===== config.mk =====
export PLATFORM = sky130hd
export DESIGN_NAME = mbq_ctrl
export DESIGN_NICKNAME = d
export VERILOG_FILES = /design/src/rtl/mbq_pkg.sv /design/src/rtl/mbq_ctrl.sv
export SDC_FILE = /design/constraint.sdc
export NUM_CORES = 1
export LEC_CHECK = 0
export ABC_AREA = 1
export ABC_CLOCK_PERIOD_IN_PS = 1350
export BUFFER_PORTS_ARGS = -buffer_cell sky130_fd_sc_hd__buf_2
export CORE_AREA = 2 2 39 41
export CTS_BUF_LIST = sky130_fd_sc_hd__clkbuf_4
export DETAILED_ROUTE_END_ITERATION = 10
export DIE_AREA = 0 0 41 43
export PLACE_DENSITY = 0.48
export SLEW_MARGIN = 0
export SYNTH_ARGS = -nofsm -noshare
export SYNTH_HDL_FRONTEND = slang
export SYNTH_SLANG_ARGS = --single-unit

===== constraint.sdc =====
create_clock -name clk -period 1.35 [get_ports clk]
set_input_delay 0.135 -clock clk [delete_from_list [all_inputs] [get_ports clk]]
set_output_delay 0.135 -clock clk [all_outputs]
set_load 0.1 [all_outputs]

===== src/rtl/mbq_pkg.sv =====
// ============================================================================
// mbq_pkg
// Shared types, codes and default sizes for the named mailbox queue engine.
// ============================================================================
package mbq_pkg;

    // Default sizes for the top-level parameters
    localparam int ENDPOINTS_DEF   = 8;
    localparam int QUEUE_DEPTH_DEF = 16;
    localparam int MSG_BYTES_DEF   = 64;
    localparam int NAME_BYTES_DEF  = 8;

    // Fixed field widths
    localparam int ID_W       = 22;
    localparam int KEY_W      = 64;
    localparam int CAP_W      = 16;
    localparam int STATUS_W   = 4;
    localparam int LEN_W      = 7;
    localparam int QLIM_W     = 5;
    localparam int MLIM_W     = 7;
    localparam int CFG_IDX_W  = 1;
    localparam int CFG_DATA_W = 7;

    // Register reset values and indexes
    localparam logic [QLIM_W-1:0]    QLIM_RESET        = 5'd10;
    localparam logic [MLIM_W-1:0]    MLIM_RESET        = 7'd64;
    localparam logic [CFG_IDX_W-1:0] CFG_QUEUE_LIMIT   = 1'b0;
    localparam logic [CFG_IDX_W-1:0] CFG_MESSAGE_LIMIT = 1'b1;

    typedef enum logic [1:0] {
        MODE_REG   = 2'd0,
        MODE_UNREG = 2'd1,
        MODE_SEND  = 2'd2,
        MODE_READ  = 2'd3
    } mode_t;

    typedef enum logic [STATUS_W-1:0] {
        ST_OK            = 4'd0,
        ST_UNREG         = 4'd1,
        ST_NAME_MISMATCH = 4'd2,
        ST_TOO_LONG      = 4'd3,
        ST_EMPTY         = 4'd4,
        ST_ID_EXISTS     = 4'd5,
        ST_NAME_TAKEN    = 4'd6,
        ST_UNKNOWN_DEST  = 4'd7,
        ST_BUF_SMALL     = 4'd8,
        ST_TABLE_FULL    = 4'd9
    } status_t;

    // What the engine does after the decision cycle
    typedef enum logic [1:0] {
        ACT_RESP,
        ACT_COPY,
        ACT_READ
    } act_t;

    // Controller -> datapath
    typedef struct packed {
        logic load;
        logic match;
        logic enc;
        logic decide;
        logic copy_step;
        logic fin;
        logic rd_issue;
        logic rd_emit;
    } ctrl_cmd_t;

    // Datapath -> controller
    typedef struct packed {
        act_t act;
        logic out_free;
        logic copy_more;
        logic rd_last;
    } dp_status_t;

endpackage


===== src/rtl/mbq_ctrl.sv =====
// ============================================================================
// mbq_ctrl
// Sequencer of the mailbox engine: lookup, decision, copy and read steps.
// ============================================================================
module mbq_ctrl
    import mbq_pkg::*;
(
    input  logic       clk,
    input  logic       rst_n,
    input  logic       in_valid,
    output logic       in_ready,
    input  dp_status_t st,
    output ctrl_cmd_t  cmd
);

    typedef enum logic [2:0] {
        S_IDLE,
        S_LOOK,
        S_ENC,
        S_DECIDE,
        S_COPY,
        S_FIN,
        S_RD_ADDR,
        S_RD_DATA
    } state_t;

    state_t state_reg, state_next;
    logic   in_ready_reg;

    // Next state and commands
    always_comb
    begin
        cmd        = '0;
        state_next = state_reg;
        unique case (state_reg)
            S_IDLE:
            begin
                if (in_valid && in_ready_reg)
                begin
                    cmd.load   = 1'b1;
                    state_next = S_LOOK;
                end
            end
            S_LOOK:
            begin
                cmd.match  = 1'b1;
                state_next = S_ENC;
            end
            S_ENC:
            begin
                cmd.enc    = 1'b1;
                state_next = S_DECIDE;
            end
            S_DECIDE:
            begin
                unique case (st.act)
                    ACT_COPY:
                    begin
                        cmd.decide = 1'b1;
                        state_next = S_COPY;
                    end
                    ACT_READ:
                    begin
                        cmd.decide = 1'b1;
                        state_next = S_RD_ADDR;
                    end
                    default:
                    begin
                        if (st.out_free)
                        begin
                            cmd.decide = 1'b1;
                            state_next = S_IDLE;
                        end
                    end
                endcase
            end
            S_COPY:
            begin
                if (st.copy_more)
                begin
                    cmd.copy_step = 1'b1;
                end
                else
                begin
                    state_next = S_FIN;
                end
            end
            S_FIN:
            begin
                if (st.out_free)
                begin
                    cmd.fin    = 1'b1;
                    state_next = S_IDLE;
                end
            end
            S_RD_ADDR:
            begin
                cmd.rd_issue = 1'b1;
                state_next   = S_RD_DATA;
            end
            S_RD_DATA:
            begin
                if (st.out_free)
                begin
                    cmd.rd_emit = 1'b1;
                    state_next  = st.rd_last ? S_IDLE : S_RD_ADDR;
                end
            end
        endcase
    end

    // State and registered ready
    always_ff @(posedge clk or negedge rst_n)
    begin
        if (!rst_n)
        begin
            state_reg    <= S_IDLE;
            in_ready_reg <= 1'b1;
        end
        else
        begin
            state_reg    <= state_next;
            in_ready_reg <= (state_next == S_IDLE);
        end
    end

    assign in_ready = in_ready_reg;

endmodule


==> results of run 1 <==
[worst min-delay path by stage]
| stage | start | to | slack [ps] | cells past startpoint |
|---|---|---|---|---|
| after floorplan | rst_n | state_reg[0] | -160 | 0 |
| after global placement | rst_n | state_reg[2] | -60 | 1 |
| after detailed placement | rst_n | state_reg[2] | -60 | 1 |
| after CTS | rst_n | state_reg[2] | 230 | 2 |
| after global routing | rst_n | state_reg[2] | 290 | 2 |
| final | rst_n | state_reg[2] | 290 | 2 |
[where the power goes]
part	switching, mW	internal [mW]	total [mW]	leakage (nW)
Clock	0.0489	0.131	0.180	0.0184
Combinational	0.929	0.527	1.46	0.298
Sequential	0.102	0.205	0.307	0.0447
Total	1.08	0.862	1.94	0.361
[per-stage QoR]
step / util (%) / TNS [ps] / setup WS (ps)
2_1_floorplan: - / -861.2 / -335.6
3_3_place_gp: 44.30 / 0 / 123.0
3_5_place_dp: 44.30 / 0 / 106.7
4_1_cts: 52.53 / -234.3 / -95.09
5_1_grt: 52.53 / -601.0 / -133.1
6_report: 52.53 / -217.7 / -72.70
[final cells by class]
type,count,area (sq um),area share [%]
Multi-Input combinational cell,33,235.2,32.36
Timing Repair Buffer,24,277.8,38.21
Tap cell,16,20.02,2.754
Inverter,13,55.05,7.573
Clock buffer,4,30.03,4.131
Sequential cell,4,108.9,14.97
[layout by cell type, fill, tap and decap left out]
cell type      Yosys  layout
nor3_4             0       2
buf_4              0       7
buf_2              0       7
nand3_1            3       3
inv_2              3       3
dfrtp_2            0       3
inv_4              0       1
a21oi_1            1       1
nor2_4             0       4
buf_12             0       9
nand2_1            9       8
inv_1             10       8
o21ai_0            1       1
clkinvlp_4         0       1
ha_1               1       1
clkbuf_4           0       4
nand3_2            1       1
nand4_1            2       2
nor2_1            11       6
dlygate4sd3_1      0       1
nor4_4             0       1
nand2_4            0       1
dfstp_4            0       1
nor2_2             1       2
[timing repair]
action | CTS | global route
pin swaps | 3 | 4
buffers inserted | 7 | 0
hold buffers | 1 | 0
gates resized for setup | 8 | 0
endpoints found under the hold margin | 4 | 0
setup endpoints to repair | 8 | 8
[metal layers]
| layer | vias up | track usage (%) | routed length [microns] |
|---|---|---|---|
| met2 | 14 | 20.31 | 502 |
| met5 | - | 0 | 0 |
| met4 | 0 | 6.000 | 0 |
| li1 | 207 | - | - |
| met1 | 184 | 17.43 | 361 |
| met3 | 0 | 4.712 | 42 |
[logic make-up after synthesis]
kind of cell	Yosys count	synth area share [%]
and+or+nand+nor	30	43.90
adders and majority gates	1	4.064
AOI/OAI and AO/OA	2	3.249
DFF	4	32.93
buffers and inverters	13	15.85
==> impl_metrics.py, run 1 <==
metrics = {
    "routing": {
        "via_per_inst": 4.309,
        "vias": 405,
        "drt_wl_total_microns": 906,
        "first_pass_iters": 4,
        "drc": 0,
        "routedWlPerCell_microns": 9.638,
        "drt_iter0_drc": 3,
        "antenna_left": 0,
    },
    "setup_path": {
        "crit_path_end": "cmd[4]",
        "cp-end-kind": "primary output",
        "worst-setup-path-type": "reg -> out",
        "ff2ff_path_depth": 8,
        "path_max_fanout": 5,
        "cp.required_ps": 1220,
        "r2r-end": "in_ready",
        "critPathTopFamily": "flip-flops",
        "max_stage_delay_ps": 460,
        "startpoint": "state_reg[0]",
        "timing.rr.start": "state_reg[0]",
        "worstPathArrival_ps": 1290,
        "cp_num_cells": 4,
        "path_cells": "buf_4 -> nand3_2 -> nor2_4 -> buf_12",
        "start_kind": "flip-flop",
        "critPathBufInv": 2,
        "ff2ff_setup_slack_ps": 150,
        "cpMaxStageDelayCell": "dfrtp_2",
    },
    "layout": {
        "final_nets": 88,
        "drive_above_1_share_pct": 60.26,
        "diodes": 0,
        "final_cell_count_no_fill": 94,
        "postLayoutCellArea_sq_um": 726.9,
        "largest_register_ff_count": 3,
        "n_fill_cell": 132,
        "area_delta_synth_final_pct": 136.2,
    },
    "logic_synthesis": {
        "synth_top_area_cell": "dfrtp_1",
        "syn_area_sq_um": 307.8,
        "syn_avg_cell_area_sq_um": 6.156,
        "synthTopCellsByArea": "dfrtp_1 24%, nor2_1 13%, inv_1 12%, nand2_1 11%, dfstp_2 8.5%",
        "synth_edf_count": 0,
        "synth.most_common_cell": "nor2_1",
        "ys_ff_latch": 4,
        "yosysTopAreaCellShare_pct": 24.39,
        "synth.distinct_cells": 15,
        "synthArstFlopShare_pct": 100.0,
        "ys.flop_type": "dfrtp_1",
        "ys_seq_area_share_pct": 32.93,
        "synth_commonest_cells": "11 x nor2_1, 10 x inv_1, 9 x nand2_1",
        "yosysWarnings": 0,
        "synthCells": 50,
        "synthesis.nets": 59,
    },
    "placed_design": {
        "post_dp_cell_area_sq_um": 613.1,
        "port_buffers": 16,
        "dp_cells": 82,
        "dp_hpwl_microns": 666.1,
        "place.gp.congestion": 0.7127,
    },
    "sta": {
        "period_needed_ps": 1423,
        "worstMarginPinSlew_ps": 270.7,
        "relSlewSlack_pct": 81.82,
        "skew_ps": 4.398,
        "hold_ws_ps": 288.9,
        "setup_viol": 5,
        "drv_slew": 0,
        "max_freq_ghz": 0.7029,
        "rsz0062_at_grt": "yes",
        "fin_crit_sh_pct": 105.4,
        "worst_slack_ps": -72.70,
        "finalHoldViolations": 0,
    },
    "floorplanning": {
        "dieArea_sq_um": 1763,
        "row_count": 14,
        "start_util_pct": 22.24,
        "dieHeight_microns": 43,
        "dieWidth_microns": 41,
        "num_io_pins": 17,
        "core_area_sq_um": 1384,
    },
    "job": {
        "drv_cap": 0,
    },
    "grt": {
        "grt_pass1_vias": 378,
        "grt_max_degree": 6,
        "overflow": 0,
        "antenna_found_initial": 0,
        "grt_pass1_wl_mm": 1.621,
        "track_usage_pct": 13.75,
    },
    "cts": {
        "clockBufferDepth": 2,
        "cts_tree": "built",
        "clock_latency_ps": 230,
        "root_buffer": "clkbuf_4",
        "htree_levels": 1,
        "numCtsBuffers": 3,
        "cts.sinks": 4,
        "cts.clk_slew.worst_paths_ps": 40,
    },
    "power_and_ir_drop": {
        "power_mw": 1.942,
        "power_density_nw_per_um2": 2671,
        "p_leak_nw": 0.3613,
        "ir_worst_vdd_mv": 1.032,
    },
    "outcome": {
        "run_status": "finished, violations left",
        "violations": "setup timing",
    },
    "worst_hold_path": {
        "hold_path.class": "in -> async",
    },
}
(Power assumes the default switching activity.)
==> run 2, diff against run 1 <==
ABC_CLOCK_PERIOD_IN_PS = 1600   (was 1350)
SKIP_LAST_GASP = 1   (was not set)
clock period = 1.6 ns   (was 1.35 ns; I/O delays follow)
==> impl_metrics.py, run 2 (synthesis gave the netlist of run 1 again) <==
metrics = {
    "cts": {
        "cts.clk_slew.worst_paths_ps": 40,
        "cts_tree": "built",
        "root_buffer": "clkbuf_4",
        "cts.sinks": 4,
        "numCtsBuffers": 3,
        "htree_levels": 1,
        "clock_latency_ps": 240,
        "clockBufferDepth": 2,
    },
    "layout": {
        "final_nets": 81,
        "diodes": 0,
        "drive_above_1_share_pct": 47.89,
        "largest_register_ff_count": 3,
        "final_cell_mix": "9 x inv_1, 9 x nand2_1, 8 x nor2_1, 8 x buf_2, 8 x buf_12",
        "area_delta_synth_final_pct": 102.8,
    },
    "setup_path": {
        "worstPathArrival_ps": 1340,
        "path_cells": "inv_2 -> nand4_1 -> clkinvlp_4 -> buf_12",
        "worst-setup-path-type": "reg -> out",
        "cp.required_ps": 1440,
        "ff2ff_setup_slack_ps": 410,
        "startpoint": "state_reg[2]",
        "ff2ff_path_depth": 7,
        "r2r-end": "in_ready",
        "start_kind": "flip-flop",
        "cpMaxStageDelayCell": "dfrtp_1",
        "timing.rr.start": "state_reg[0]",
        "crit_path_end": "cmd[7]",
        "max_stage_delay_ps": 450,
        "path_max_fanout": 5,
        "cp-end-kind": "primary output",
    },
    "grt": {
        "grt_pass1_wl_mm": 1.283,
        "grt_pass1_vias": 349,
        "grt_max_degree": 8,
        "antenna_found_initial": 0,
        "track_usage_pct": 10.91,
        "overflow": 0,
    },
    "floorplanning": {
        "start_util_pct": 22.24,
        "dieArea_sq_um": 1763,
        "num_io_pins": 17,
        "dieWidth_microns": 41,
        "row_count": 14,
        "core_area_sq_um": 1384,
        "dieHeight_microns": 43,
    },
    "routing": {
        "routedWlPerCell_microns": 8.770,
        "drt_iter0_drc": 7,
        "first_pass_iters": 4,
        "antenna_left": 0,
        "drc": 0,
        "vias": 356,
        "via_per_inst": 4.092,
        "drt_wl_total_microns": 763,
    },
    "sta": {
        "finalHoldViolations": 0,
        "setup_tns_ps": 0,
        "worstMarginPinSlew_ps": 482.5,
        "period_needed_ps": 1498,
        "rsz0062_at_grt": "no",
        "max_freq_ghz": 0.6674,
        "drv_slew": 0,
        "skew_ps": 5.334,
        "relSlewSlack_pct": 68.05,
        "fin_crit_sh_pct": 93.65,
        "setup_viol": 0,
    },
    "placed_design": {
        "place.gp.congestion": 0.7272,
        "dp_hpwl_microns": 645.5,
        "port_buffers": 16,
    },
    "job": {
        "drv_cap": 0,
    },
    "outcome": {
        "run_status": "finished clean",
    },
    "worst_hold_path": {
        "hold_path.class": "in -> async",
    },
}
[run 2: routing by layer]
| metal | global-route usage [%] | up-vias | wire (microns) |
|---|---|---|---|
| li1 | - | 194 | - |
| met1 | 12.79 | 153 | 331 |
| met2 | 15.94 | 9 | 404 |
| met3 | 3.141 | 0 | 26 |
| met4 | 8.000 | 0 | 0 |
| met5 | 0 | - | 0 |
[run 2: per-stage QoR]
stage | area (sq um) | util [%] | worst slack (ps) | hold WS (ps) | cells
after detailed placement | 583.1 | 42.13 | 312.6 | -32.14 | 82
after CTS | 623.1 | 45.03 | 52.06 | 244.2 | 87
after floorplan | 362.8 | - | -350.3 | -135.6 | 50
after global placement | 583.1 | 42.13 | 303.8 | -34.68 | 82
final | 624.3 | 45.12 | 101.7 | 252.5 | 87
after global routing | 624.3 | 45.12 | 19.35 | 264.4 | 87
[run 2: what timing repair did]
item,CTS,global route
buffers inserted,0,0
setup endpoints to repair,0,2
hold buffers,1,0
resized for setup,0,1
endpoints found under the hold margin,4,0
[run 2: worst max-delay path: cells and delay by family, from the launching register on]
kind	cells	cell delay [ps]
flops	1	450
buf+inv	3	470
simple gates	1	180
[run 2: how the worst min path moves through the flow]
stage	from	to	slack (ps)	cells after the start
global route	rst_n	state_reg[2]	260	2
CTS	rst_n	state_reg[2]	240	2
global placement	rst_n	state_reg[1]	-30	1
detailed placement	rst_n	state_reg[1]	-30	1
floorplan	rst_n	state_reg[0]	-140	0
finish	rst_n	state_reg[2]	250	2
[run 2: layout make-up]
| class | count | area, sq um |
|---|---|---|
| Timing Repair Buffer | 17 | 210.2 |
| Clock buffer | 4 | 30.03 |
| Multi-Input combinational cell | 33 | 205.2 |
| Inverter | 13 | 52.55 |
| Fill cell | 139 | 759.5 |
| Tap cell | 16 | 20.02 |
| Sequential cell | 4 | 106.4 |
Power of run 2 is not shown: default switching activity piles up to over one toggle a cycle in this logic, so the estimate is an artifact.
